File: src/pulse_channel_with_sweep_core_assert.svh
// assertion macros for the pulse channel core
`ifndef PULSE_CHANNEL_WITH_SWEEP_CORE_ASSERT_SVH
`define PULSE_CHANNEL_WITH_SWEEP_CORE_ASSERT_SVH

`ifndef NO_ASSERTIONS
`define PCS_ASSERT_ALWAYS(lbl, expr, msg) \
  lbl: assert property (@(posedge clk) disable iff (!rst_n) (expr)) else $error(msg);
`define PCS_ASSERT_NEXT(lbl, ante, cons, msg) \
  lbl: assert property (@(posedge clk) disable iff (!rst_n) (ante) |=> (cons)) else $error(msg);
`else
`define PCS_ASSERT_ALWAYS(lbl, expr, msg)
`define PCS_ASSERT_NEXT(lbl, ante, cons, msg)
`endif

`endif

File: src/pcs_pkg.sv
`timescale 1ns / 1ps

package pcs_pkg;

  typedef enum logic [1:0] {
    OP_WRITE = 2'd0,
    OP_READ  = 2'd1,
    OP_TICK  = 2'd2,
    OP_STEP  = 2'd3
  } op_t;

  localparam logic [2:0] REG_SWEEP  = 3'd0;
  localparam logic [2:0] REG_DUTY   = 3'd1;
  localparam logic [2:0] REG_ENV    = 3'd2;
  localparam logic [2:0] REG_LOW    = 3'd3;
  localparam logic [2:0] REG_HIGH   = 3'd4;

  localparam int          LENGTH_LIMIT_DEF = 63;
  localparam logic [31:0] DUTY_RESET       = 32'h7E87_8101;
  localparam logic [11:0] PERIOD_SPAN      = 12'h800;
  localparam logic [3:0]  VOLUME_MAX       = 4'hF;

  typedef struct packed {
    op_t        op;
    logic [2:0] reg_index;
    logic [7:0] write_data;
  } in_beat_t;

  typedef struct packed {
    logic [7:0] read_data;
    logic [3:0] sample_level;
    logic       channel_on;
  } out_beat_t;

endpackage

File: src/pcs_in_stage.sv
`timescale 1ns / 1ps

`include "pulse_channel_with_sweep_core_assert.svh"

module pcs_in_stage (
  input  logic             clk,
  input  logic             rst_n,
  input  logic             in_valid,
  output logic             in_ready,
  input  pcs_pkg::in_beat_t in_data,
  input  logic             out_free,
  output logic             fire,
  output pcs_pkg::in_beat_t item
);
  import pcs_pkg::*;

  logic     in_valid_r;
  in_beat_t in_data_r;

  assign fire     = in_valid_r && out_free;
  assign in_ready = !in_valid_r || fire;
  assign item     = in_data_r;

  always_ff @(posedge clk) begin
    if (!rst_n) begin
      in_valid_r <= 1'b0;
    end else if (in_ready) begin
      in_valid_r <= in_valid;
    end
  end

  always_ff @(posedge clk) begin
    if (in_valid && in_ready) begin
      in_data_r <= in_data;
    end
  end

  `PCS_ASSERT_NEXT(a_in_hold, in_valid_r && !fire, in_valid_r && $stable(in_data_r), "held beat lost")
  `PCS_ASSERT_ALWAYS(a_fire_valid, !fire || in_valid_r, "fire without a beat")

endmodule

File: src/pcs_chan.sv
`timescale 1ns / 1ps

`include "pulse_channel_with_sweep_core_assert.svh"

module pcs_chan #(
  parameter int LENGTH_LIMIT = pcs_pkg::LENGTH_LIMIT_DEF
) (
  input  logic              clk,
  input  logic              rst_n,
  input  logic              cfg_we,
  input  logic [31:0]       cfg_wdata,
  input  logic              fire,
  input  pcs_pkg::in_beat_t item,
  output pcs_pkg::out_beat_t result
);
  import pcs_pkg::*;

  localparam logic [7:0] LEN_MAX  = 8'(LENGTH_LIMIT);
  // a reload takes six bits of register 1, so the count can sit at 63
  localparam logic [7:0] LEN_CEIL = 8'((LENGTH_LIMIT >= 63) ? LENGTH_LIMIT + 1 : 63);

  logic [31:0] duty_r;
  logic [7:0]  sweep_r, sweep_nxt, dl_r, dl_nxt, env_r, env_nxt;
  logic [7:0]  low_r, low_nxt, high_r, high_nxt;
  logic        enabled_r, enabled_nxt, dac_r, dac_nxt, sw_act_r, sw_act_nxt;
  logic [3:0]  vol_r, vol_nxt, level_r, level_nxt;
  logic [2:0]  env_cnt_r, env_cnt_nxt, pos_r, pos_nxt, step_r, step_nxt;
  logic [7:0]  len_r, len_nxt, sw_cd_r, sw_cd_nxt;
  logic [11:0] cd_r, cd_nxt;
  logic [10:0] shadow_r, shadow_nxt;

  function automatic logic [11:0] sweep_next(logic [10:0] shadow, logic [7:0] sw);
    logic [10:0] delta;
    delta = shadow >> sw[2:0];
    if (sw[3]) begin
      sweep_next = {1'b0, shadow} - {1'b0, delta};
    end else begin
      sweep_next = {1'b0, shadow} + {1'b0, delta};
    end
  endfunction

  always_comb begin
    logic [7:0]  d;
    logic [7:0]  rd;
    logic [10:0] period;
    logic [11:0] calc1;
    logic [11:0] calc2;
    logic [3:0]  ecnt;
    logic [7:0]  cd;
    logic [2:0]  step;

    d           = item.write_data;
    rd          = 8'd0;
    period      = {high_r[2:0], low_r};
    calc1       = 12'd0;
    calc2       = 12'd0;
    ecnt        = 4'd0;
    cd          = 8'd0;
    step        = step_r + 3'd1;
    sweep_nxt   = sweep_r;
    dl_nxt      = dl_r;
    env_nxt     = env_r;
    low_nxt     = low_r;
    high_nxt    = high_r;
    enabled_nxt = enabled_r;
    dac_nxt     = dac_r;
    sw_act_nxt  = sw_act_r;
    vol_nxt     = vol_r;
    level_nxt   = level_r;
    env_cnt_nxt = env_cnt_r;
    pos_nxt     = pos_r;
    step_nxt    = step_r;
    len_nxt     = len_r;
    sw_cd_nxt   = sw_cd_r;
    cd_nxt      = cd_r;
    shadow_nxt  = shadow_r;

    case (item.op)
      OP_WRITE: begin
        case (item.reg_index)
          REG_SWEEP: begin
            if (d[6:4] != 3'd0 && sweep_r[6:4] == 3'd0) begin
              sw_cd_nxt = {5'd0, d[6:4]};
            end
            sweep_nxt = d;
          end
          REG_DUTY: dl_nxt = d;
          REG_ENV: begin
            env_nxt = d;
            dac_nxt = (d[7:3] != 5'd0);
            if (d[7:3] == 5'd0) begin
              enabled_nxt = 1'b0;
              level_nxt   = 4'd0;
            end
          end
          REG_LOW: low_nxt = d;
          REG_HIGH: begin
            high_nxt = d;
            if (d[7]) begin
              period      = {d[2:0], low_r};
              enabled_nxt = dac_r;
              vol_nxt     = env_r[7:4];
              if (len_r > LEN_MAX) begin
                len_nxt = {2'd0, dl_r[5:0]};
              end
              env_cnt_nxt = 3'd0;
              shadow_nxt  = period;
              sw_act_nxt  = (sweep_r[6:4] != 3'd0) || (sweep_r[2:0] != 3'd0);
              calc1       = sweep_next(period, sweep_r);
              if (sweep_r[2:0] != 3'd0 && calc1[11]) begin
                enabled_nxt = 1'b0;
                level_nxt   = 4'd0;
              end
              sw_cd_nxt = {5'd0, sweep_r[6:4]};
              if (enabled_nxt) begin
                cd_nxt = PERIOD_SPAN - {1'b0, period};
              end
            end
          end
          default: ;
        endcase
      end
      OP_READ: begin
        case (item.reg_index)
          REG_SWEEP: rd = sweep_r;
          REG_DUTY:  rd = dl_r;
          REG_ENV:   rd = env_r;
          REG_LOW:   rd = low_r;
          REG_HIGH:  rd = high_r;
          default:   rd = 8'd0;
        endcase
      end
      OP_TICK: begin
        if (enabled_r) begin
          if (cd_r <= 12'd1) begin
            level_nxt = duty_r[{dl_r[7:6], ~pos_r}] ? vol_r : 4'd0;
            pos_nxt   = pos_r + 3'd1;
            cd_nxt    = PERIOD_SPAN - {1'b0, period};
          end else begin
            cd_nxt = cd_r - 12'd1;
          end
        end
      end
      default: begin
        step_nxt = step;
        // length counter
        if (!step[0]) begin
          if (high_r[6] && len_r <= LEN_MAX) begin
            len_nxt = len_r + 8'd1;
          end
          if (len_nxt > LEN_MAX) begin
            enabled_nxt = 1'b0;
            level_nxt   = 4'd0;
          end
        end
        // sweep
        if ((step == 3'd2 || step == 3'd6) && sw_act_r && sweep_r[6:4] != 3'd0) begin
          cd = sw_cd_r - 8'd1;
          sw_cd_nxt = cd;
          if (cd == 8'd0) begin
            sw_cd_nxt = {5'd0, sweep_r[6:4]};
            calc1     = sweep_next(shadow_r, sweep_r);
            if (calc1[11]) begin
              enabled_nxt = 1'b0;
              level_nxt   = 4'd0;
            end else if (sweep_r[2:0] != 3'd0) begin
              shadow_nxt = calc1[10:0];
              low_nxt    = calc1[7:0];
              high_nxt   = {high_r[7:3], calc1[10:8]};
            end
            calc2 = sweep_next(shadow_nxt, sweep_r);
            if (calc2[11]) begin
              enabled_nxt = 1'b0;
              level_nxt   = 4'd0;
            end
          end
        end
        // envelope
        if (step == 3'd7 && env_r[2:0] != 3'd0) begin
          ecnt = {1'b0, env_cnt_r} + 4'd1;
          if (ecnt >= {1'b0, env_r[2:0]}) begin
            ecnt = 4'd0;
            if (!env_r[3]) begin
              if (vol_r != 4'd0) vol_nxt = vol_r - 4'd1;
            end else begin
              if (vol_r != VOLUME_MAX) vol_nxt = vol_r + 4'd1;
            end
          end
          env_cnt_nxt = ecnt[2:0];
        end
      end
    endcase

    result.read_data    = rd;
    result.sample_level = enabled_nxt ? level_nxt : 4'd0;
    result.channel_on   = enabled_nxt;
  end

  always_ff @(posedge clk) begin
    if (!rst_n) begin
      duty_r <= DUTY_RESET;
    end else if (cfg_we) begin
      duty_r <= cfg_wdata;
    end
  end

  always_ff @(posedge clk) begin
    if (!rst_n) begin
      sweep_r   <= 8'd0;
      dl_r      <= 8'd0;
      env_r     <= 8'd0;
      low_r     <= 8'd0;
      high_r    <= 8'd0;
      enabled_r <= 1'b0;
      dac_r     <= 1'b0;
      sw_act_r  <= 1'b0;
      vol_r     <= 4'd0;
      level_r   <= 4'd0;
      env_cnt_r <= 3'd0;
      pos_r     <= 3'd0;
      step_r    <= 3'd0;
      len_r     <= LEN_MAX + 8'd1;
      sw_cd_r   <= 8'd0;
      cd_r      <= 12'd0;
      shadow_r  <= 11'd0;
    end else if (fire) begin
      sweep_r   <= sweep_nxt;
      dl_r      <= dl_nxt;
      env_r     <= env_nxt;
      low_r     <= low_nxt;
      high_r    <= high_nxt;
      enabled_r <= enabled_nxt;
      dac_r     <= dac_nxt;
      sw_act_r  <= sw_act_nxt;
      vol_r     <= vol_nxt;
      level_r   <= level_nxt;
      env_cnt_r <= env_cnt_nxt;
      pos_r     <= pos_nxt;
      step_r    <= step_nxt;
      len_r     <= len_nxt;
      sw_cd_r   <= sw_cd_nxt;
      cd_r      <= cd_nxt;
      shadow_r  <= shadow_nxt;
    end
  end

  `PCS_ASSERT_ALWAYS(a_en_dac, !enabled_r || dac_r, "channel on with dac off")
  `PCS_ASSERT_ALWAYS(a_len_sat, len_r <= LEN_CEIL, "length count past saturation")
  `PCS_ASSERT_ALWAYS(a_cd_range, cd_r <= PERIOD_SPAN, "period countdown out of range")

endmodule

File: src/pcs_out_stage.sv
`timescale 1ns / 1ps

`include "pulse_channel_with_sweep_core_assert.svh"

module pcs_out_stage (
  input  logic               clk,
  input  logic               rst_n,
  input  logic               fire,
  input  pcs_pkg::out_beat_t result,
  output logic               out_free,
  output logic               out_valid,
  input  logic               out_ready,
  output pcs_pkg::out_beat_t out_data
);
  import pcs_pkg::*;

  logic      out_valid_r, out_valid_nxt;
  out_beat_t out_data_r;

  assign out_free  = !out_valid_r || out_ready;
  assign out_valid = out_valid_r;
  assign out_data  = out_data_r;

  always_comb begin
    out_valid_nxt = out_valid_r;
    if (fire) begin
      out_valid_nxt = 1'b1;
    end else if (out_ready) begin
      out_valid_nxt = 1'b0;
    end
  end

  always_ff @(posedge clk) begin
    if (!rst_n) begin
      out_valid_r <= 1'b0;
    end else begin
      out_valid_r <= out_valid_nxt;
    end
  end

  always_ff @(posedge clk) begin
    if (fire) begin
      out_data_r <= result;
    end
  end

  `PCS_ASSERT_NEXT(a_fire_shows, fire, out_valid_r, "result beat not presented")

endmodule

File: src/pulse_channel_with_sweep_core.sv
`timescale 1ns / 1ps

// channel | valid     | ready     | payload
// in      | in_valid  | in_ready  | in_data   (op, reg_index, write_data)
// out     | out_valid | out_ready | out_data  (read_data, sample_level, channel_on)
// cfg     | cfg_valid | cfg_ready | cfg_data  (duty patterns)
//
// one beat per cycle unless out_ready stalls; result is registered after the input register
// the whole channel update is one combinational pass from input register to result register
// synchronous active-low reset; no clearing pass, cfg_ready is always high
// a stalled output holds one result while one more input beat waits in the input register

module pulse_channel_with_sweep_core #(
  parameter int LENGTH_LIMIT = pcs_pkg::LENGTH_LIMIT_DEF
) (
  input  logic               clk,
  input  logic               rst_n,
  input  logic               in_valid,
  output logic               in_ready,
  input  pcs_pkg::in_beat_t  in_data,
  output logic               out_valid,
  input  logic               out_ready,
  output pcs_pkg::out_beat_t out_data,
  input  logic               cfg_valid,
  output logic               cfg_ready,
  input  logic [31:0]        cfg_data
);
  import pcs_pkg::*;

  logic      fire;
  logic      out_free;
  in_beat_t  item;
  out_beat_t result;

  assign cfg_ready = 1'b1;

  pcs_in_stage u_in (
    .clk      (clk),
    .rst_n    (rst_n),
    .in_valid (in_valid),
    .in_ready (in_ready),
    .in_data  (in_data),
    .out_free (out_free),
    .fire     (fire),
    .item     (item)
  );

  pcs_chan #(
    .LENGTH_LIMIT (LENGTH_LIMIT)
  ) u_chan (
    .clk       (clk),
    .rst_n     (rst_n),
    .cfg_we    (cfg_valid && cfg_ready),
    .cfg_wdata (cfg_data),
    .fire      (fire),
    .item      (item),
    .result    (result)
  );

  pcs_out_stage u_out (
    .clk       (clk),
    .rst_n     (rst_n),
    .fire      (fire),
    .result    (result),
    .out_free  (out_free),
    .out_valid (out_valid),
    .out_ready (out_ready),
    .out_data  (out_data)
  );

endmodule
File: config.mk
export PLATFORM = sky130hd
export DESIGN_NAME = pulse_channel_with_sweep_core
export DESIGN_NICKNAME = d
export VERILOG_FILES = /design/src/pcs_pkg.sv /design/src/pcs_in_stage.sv /design/src/pcs_chan.sv /design/src/pcs_out_stage.sv /design/src/pulse_channel_with_sweep_core.sv
export VERILOG_INCLUDE_DIRS = /design/src /design/src/src
export SDC_FILE = /design/constraint.sdc
export NUM_CORES = 1
export LEC_CHECK = 0
export BUFFER_PORTS_ARGS = -buffer_cell sky130_fd_sc_hd__buf_2
export CAP_MARGIN = 10
export CORE_AREA = 2 2 165 167
export CTS_CLUSTER_SIZE = 30
export DETAILED_ROUTE_END_ITERATION = 10
export DIE_AREA = 0 0 167 169
export HOLD_SLACK_MARGIN = 0.15
export REMOVE_ABC_BUFFERS = 1
export SLEW_MARGIN = 5
export SYNTH_ARGS = -nofsm -noshare
export SYNTH_HDL_FRONTEND = slang
export SYNTH_SLANG_ARGS = --single-unit
File: constraint.sdc
create_clock -name clk -period 10.2 [get_ports clk]
set_input_delay 0 -clock clk [delete_from_list [all_inputs] [get_ports clk]]
set_output_delay 0 -clock clk [all_outputs]
set_load 0.01 [all_outputs]
==> results list <==
- IR analysis of the VDD net gives a maximum drop of 0.0001852 V.
- Buffers placed on the I/O ports in this run total 64.
- Post-synth EDFFs: 26
- For this block, the via count after detailed routing is 11,340.
- Origin of the critical flop-to-flop path: u_chan.sweep_r[0]
- The floorplan step defined a die boundary enclosing 28,220 um2.
* Sum of met2 wire segment lengths after detailed routing: 17,290 um
- The number of pins with negative max-slew slack in the final report is 0.
- Based on the critical path, the design can be clocked at up to 0.1142 GHz.
- Total wire length after detailed routing: 37,700 um
- After synthesis, the share of flip-flops with an asynchronous set or reset is 0%.
* Total clock buffers created by CTS: 17
- Worst Hold Depth: 2
- Clock tree from TritonCTS: done
* I/O pins: 66
* Clock Tree Root: clkbuf_16
- Starting density of the core: 44.56%
* Clock-pin slew on the worst setup and hold paths: 0.08 ns
* Predominant post-synthesis flop cell: dfxtp_1
- CP Capture Type: flop
- The first global-routing pass estimated 59,950 um of wire.
- Number of buffers between clock root and the deepest sink: 2
* Endpoint arrival time on the critical path: 8.94 ns
* Placed Instance Area: 12,350 um2
- Main area contributors after synthesis: dfxtp_1 (23%), mux2i_1 (8.7%), edfxtp_1 (6.6%), nor2_1 (6.5%), ha_1 (5.6%)
* Shortest clock period the worst path allows after layout: 8.759 ns
- Number of distinct standard cells referenced by the synthesized netlist: 95
- Count of instances resized after the clock tree is built: 0
* Slowest stage cell, crit path: nor3_2
- 0 antenna diodes ended up in the layout.
- CTS saw 159 sinks.
- Fraction of power consumed by sequential logic: 39.6%
- Final period util: 85.87%
- The analysis attributes to net switching a power of 551.6 uW.
* Ys Warns: 0
- The run finished with clean final reports.
* Minimum setup slack among reg-to-reg paths: 1.44 ns
- Leakage: 5.520 nW
- The number of hold-slack violations in the final timing report came to 0.
* CP required: 10.38 ns
* Top layer in use: met4
* Die boundary width: 167 um
* Worst path max stage delay: 0.71 ns
* Maximum clock skew at final layout: 0.01061 ns
- Together, buffers and inverters on the worst path number 3.
- Vias in the first global route: 10,693
* Leading cell type in the layout, fill and taps excluded: nor2_1
- The average instance in the mapped netlist occupies 8.150 um2.
- Setup violations remaining at the end of the flow were counted as 0.
- Post-synthesis to final-layout area growth: 15.08%
- Power per Cell Area: 124.6 nW/um2
- Initial antenna violation count: 0
- Across every metal layer, demand over resource in global routing totals 26.61%.
* Core area: 26,500 um2
* Wire length on met1: 17,160 um
- Along the worst path, the maximum fanout reaches 48.
* FF+latch count, synth: 159
- Headroom to the max-slew limit came out at 24.62%.
- The finished cells cover 13,590 um2.
- Once detail routing completed, the nets flagged for antenna violations numbered 0.
- Count of max-cap constraint violations: 0
- The congestion estimate from routability-driven global placement came to 0.9337.
- Setup repair after global routing left no endpoint under its margin.
* Standard-cell row count: 60
- For this run the aggregate overflow at the end of global routing stands at 0.
* CP most frequent cell: a21oi_1
- Register area share after synthesis: 29.16%
- Drt via density: 6.045
- Worst hold path class: primary input to flop
* Number of remaining DRC errors: 0
- Yosys top cell area share: 22.55%
- Logic depth of the worst register-to-register path: 37
* Synth area leader: dfxtp_1
* Count of routing violations after the opening detailed-route iteration: 1,098
- After routing, the total negative slack on setup checks comes to 0 ns.
- Detailed placement ended at an HPWL of 26,240 um.
- Highest-count cells in the layout ignoring fill and taps: nor2_1 (204), dfxtp_1 (131), nand2_1 (129)
* Y dimension of the die: 169 um
- In this run switching power makes up 32.57% of total power.
* Relative contribution of combinational cells to total power: 20.5%
- Number of H-tree branching levels: 4
- At the end of the flow, the number of nets in the layout was 1,627.
- The worst register-to-register path ends at u_out.out_data[4].
* Worst-skew pair later-pin latency: 0.44 ns
- Power Total: 1.693 mW
- The worst hold path begins at in_data[3].
* Fraction of final layout cells sized beyond drive strength 1: 12.44%
* DR WL/cell: 20.09 um
* Fraction of power consumed by the clock network: 40.0%
- The worst hold path terminates at u_in.item[3].
- Broken down by cell family, the worst path's largest delay share belongs to compound AO/OA/AOI/OAI gates.
- Met3 layer wire length in the routed design: 2054 um
* Cell area after synthesis: 11,810 um2
- Final hold analysis gives a worst-case slack of 0.2629 ns.
- Pin count of the biggest net entering global routing: 69
- By startpoint and endpoint, the worst setup path is classified as flop to flop.
* Int Pwr: 1.142 mW
* Number of instances in the synthesized netlist: 1,449
* Startpoint Class: flop
- At the pin with the least slew margin, the transition time is 1.131 ns.
- Pre-antenna DRT Iters: 6
[worst max path at each step]
stage | start | end | slack (ns) | depth (start not counted)
4_1_cts | u_chan.sweep_r[1] | u_out.out_data[4] | 1.57 | 36
3_5_place_dp | u_chan.sweep_r[0] | u_out.out_data[1] | 1.63 | 37
6_report | u_chan.sweep_r[0] | u_out.out_data[4] | 1.44 | 37
5_1_grt | u_chan.sweep_r[1] | u_out.out_data[4] | 0.83 | 35
2_1_floorplan | u_chan.sweep_r[1] | u_out.out_data[4] | 1.72 | 35
3_3_place_gp | u_chan.sweep_r[1] | u_out.out_data[1] | 1.92 | 36
[synthesized netlist by cell type (8+ instances only)]
cell and instances:
a31oi_1 16, nand2b_1 13, buf_1 14, nor4_1 12, clkbuf_1 70, nand4_1 12
nand2_1 129, nor2b_1 14, edfxtp_1 26, o21a_1 10, o211ai_1 14, nor2_1 204
a21oi_1 115, dfxtp_1 133, mux2i_1 103, nand3_1 28, ha_1 53, a22oi_1 18
o21ai_0 71, xnor2_1 26, mux4_2 17, inv_1 43, xor2_1 29, a211oi_1 22
and2_1 11, mux2_2 14, or3_1 10, a21o_1 16, nor3_1 32, o2111ai_1 8
[state kept, by name, indices dropped and copies added, names as in the netlist, 3 cells and up, named ones only]
register	cells
u_chan.step_r	3
u_chan.level_r	4
u_chan.env_r	8
u_chan.vol_r	4
u_out.out_data	13
u_in.item	13
u_chan.low_r	8
u_chan.len_r	7
u_chan.pos_r	3
u_chan.sweep_r	8
u_chan.duty_r	32
u_chan.cd_r	12
u_chan.dl_r	8
u_chan.high_r	8
u_chan.sw_cd_r	8
u_chan.env_cnt_r	3
u_chan.shadow_r	11
[logic make-up (layout without fill, tap and decap cells)]
group	count (synthesis)	after routing	synth area share (%)
other cells	1	1	0.03176
flops	159	159	29.16
compound gates	388	388	22.01
xor+xnor	55	55	4.079
buf+inv	144	230	4.969
simple gates	510	510	19.95
mux	137	137	13.85
fa+ha+maj	55	55	5.955
[layer usage]
| metal | up-vias | GRT usage (%) |
|---|---|---|
| li1 | 5429 | - |
| met1 | 5433 | 36.34 |
| met2 | 394 | 43.10 |
| met3 | 84 | 4.209 |
| met4 | 0 | 8.696 |
| met5 | - | 0 |
[timing repair]
| item | 4_1_cts | 5_1_grt |
|---|---|---|
| buffers inserted | 0 | 0 |
| hold endpoints to repair | 53 | 0 |
| hold buffers | 62 | 0 |
[area by class of cell]
class,count,area (um2)
clock inverters,15,192.7
inverters,47,177.7
fillers,2540,12910
flip-flops and latches,159,3446
well taps,341,426.7
repair buffers,151,1129
multi-input cells,1146,7792
clock buffers,17,425.4
[power by group through the flow]
stage                     sequential, mW  clock (mW)  combinational, mW
after floorplan                    0.679           0              0.215
after global placement             0.684           0              0.318
after detailed placement           0.684           0              0.318
after CTS                          0.670       0.686              0.339
after global routing               0.672       0.719              0.377
final                              0.670       0.677              0.347
[per-stage QoR]
stage               utilization (%)  std cells  worst slack [ns]
finish                        51.28       1876             1.441
global route                  51.28       1876            0.8276
CTS                           51.28       1876             1.571
detailed placement            46.61       1782             1.625
global placement              46.61       1782             1.925
floorplan                         -       1352             1.716
Note: power is estimated with default switching activity, not from simulation.
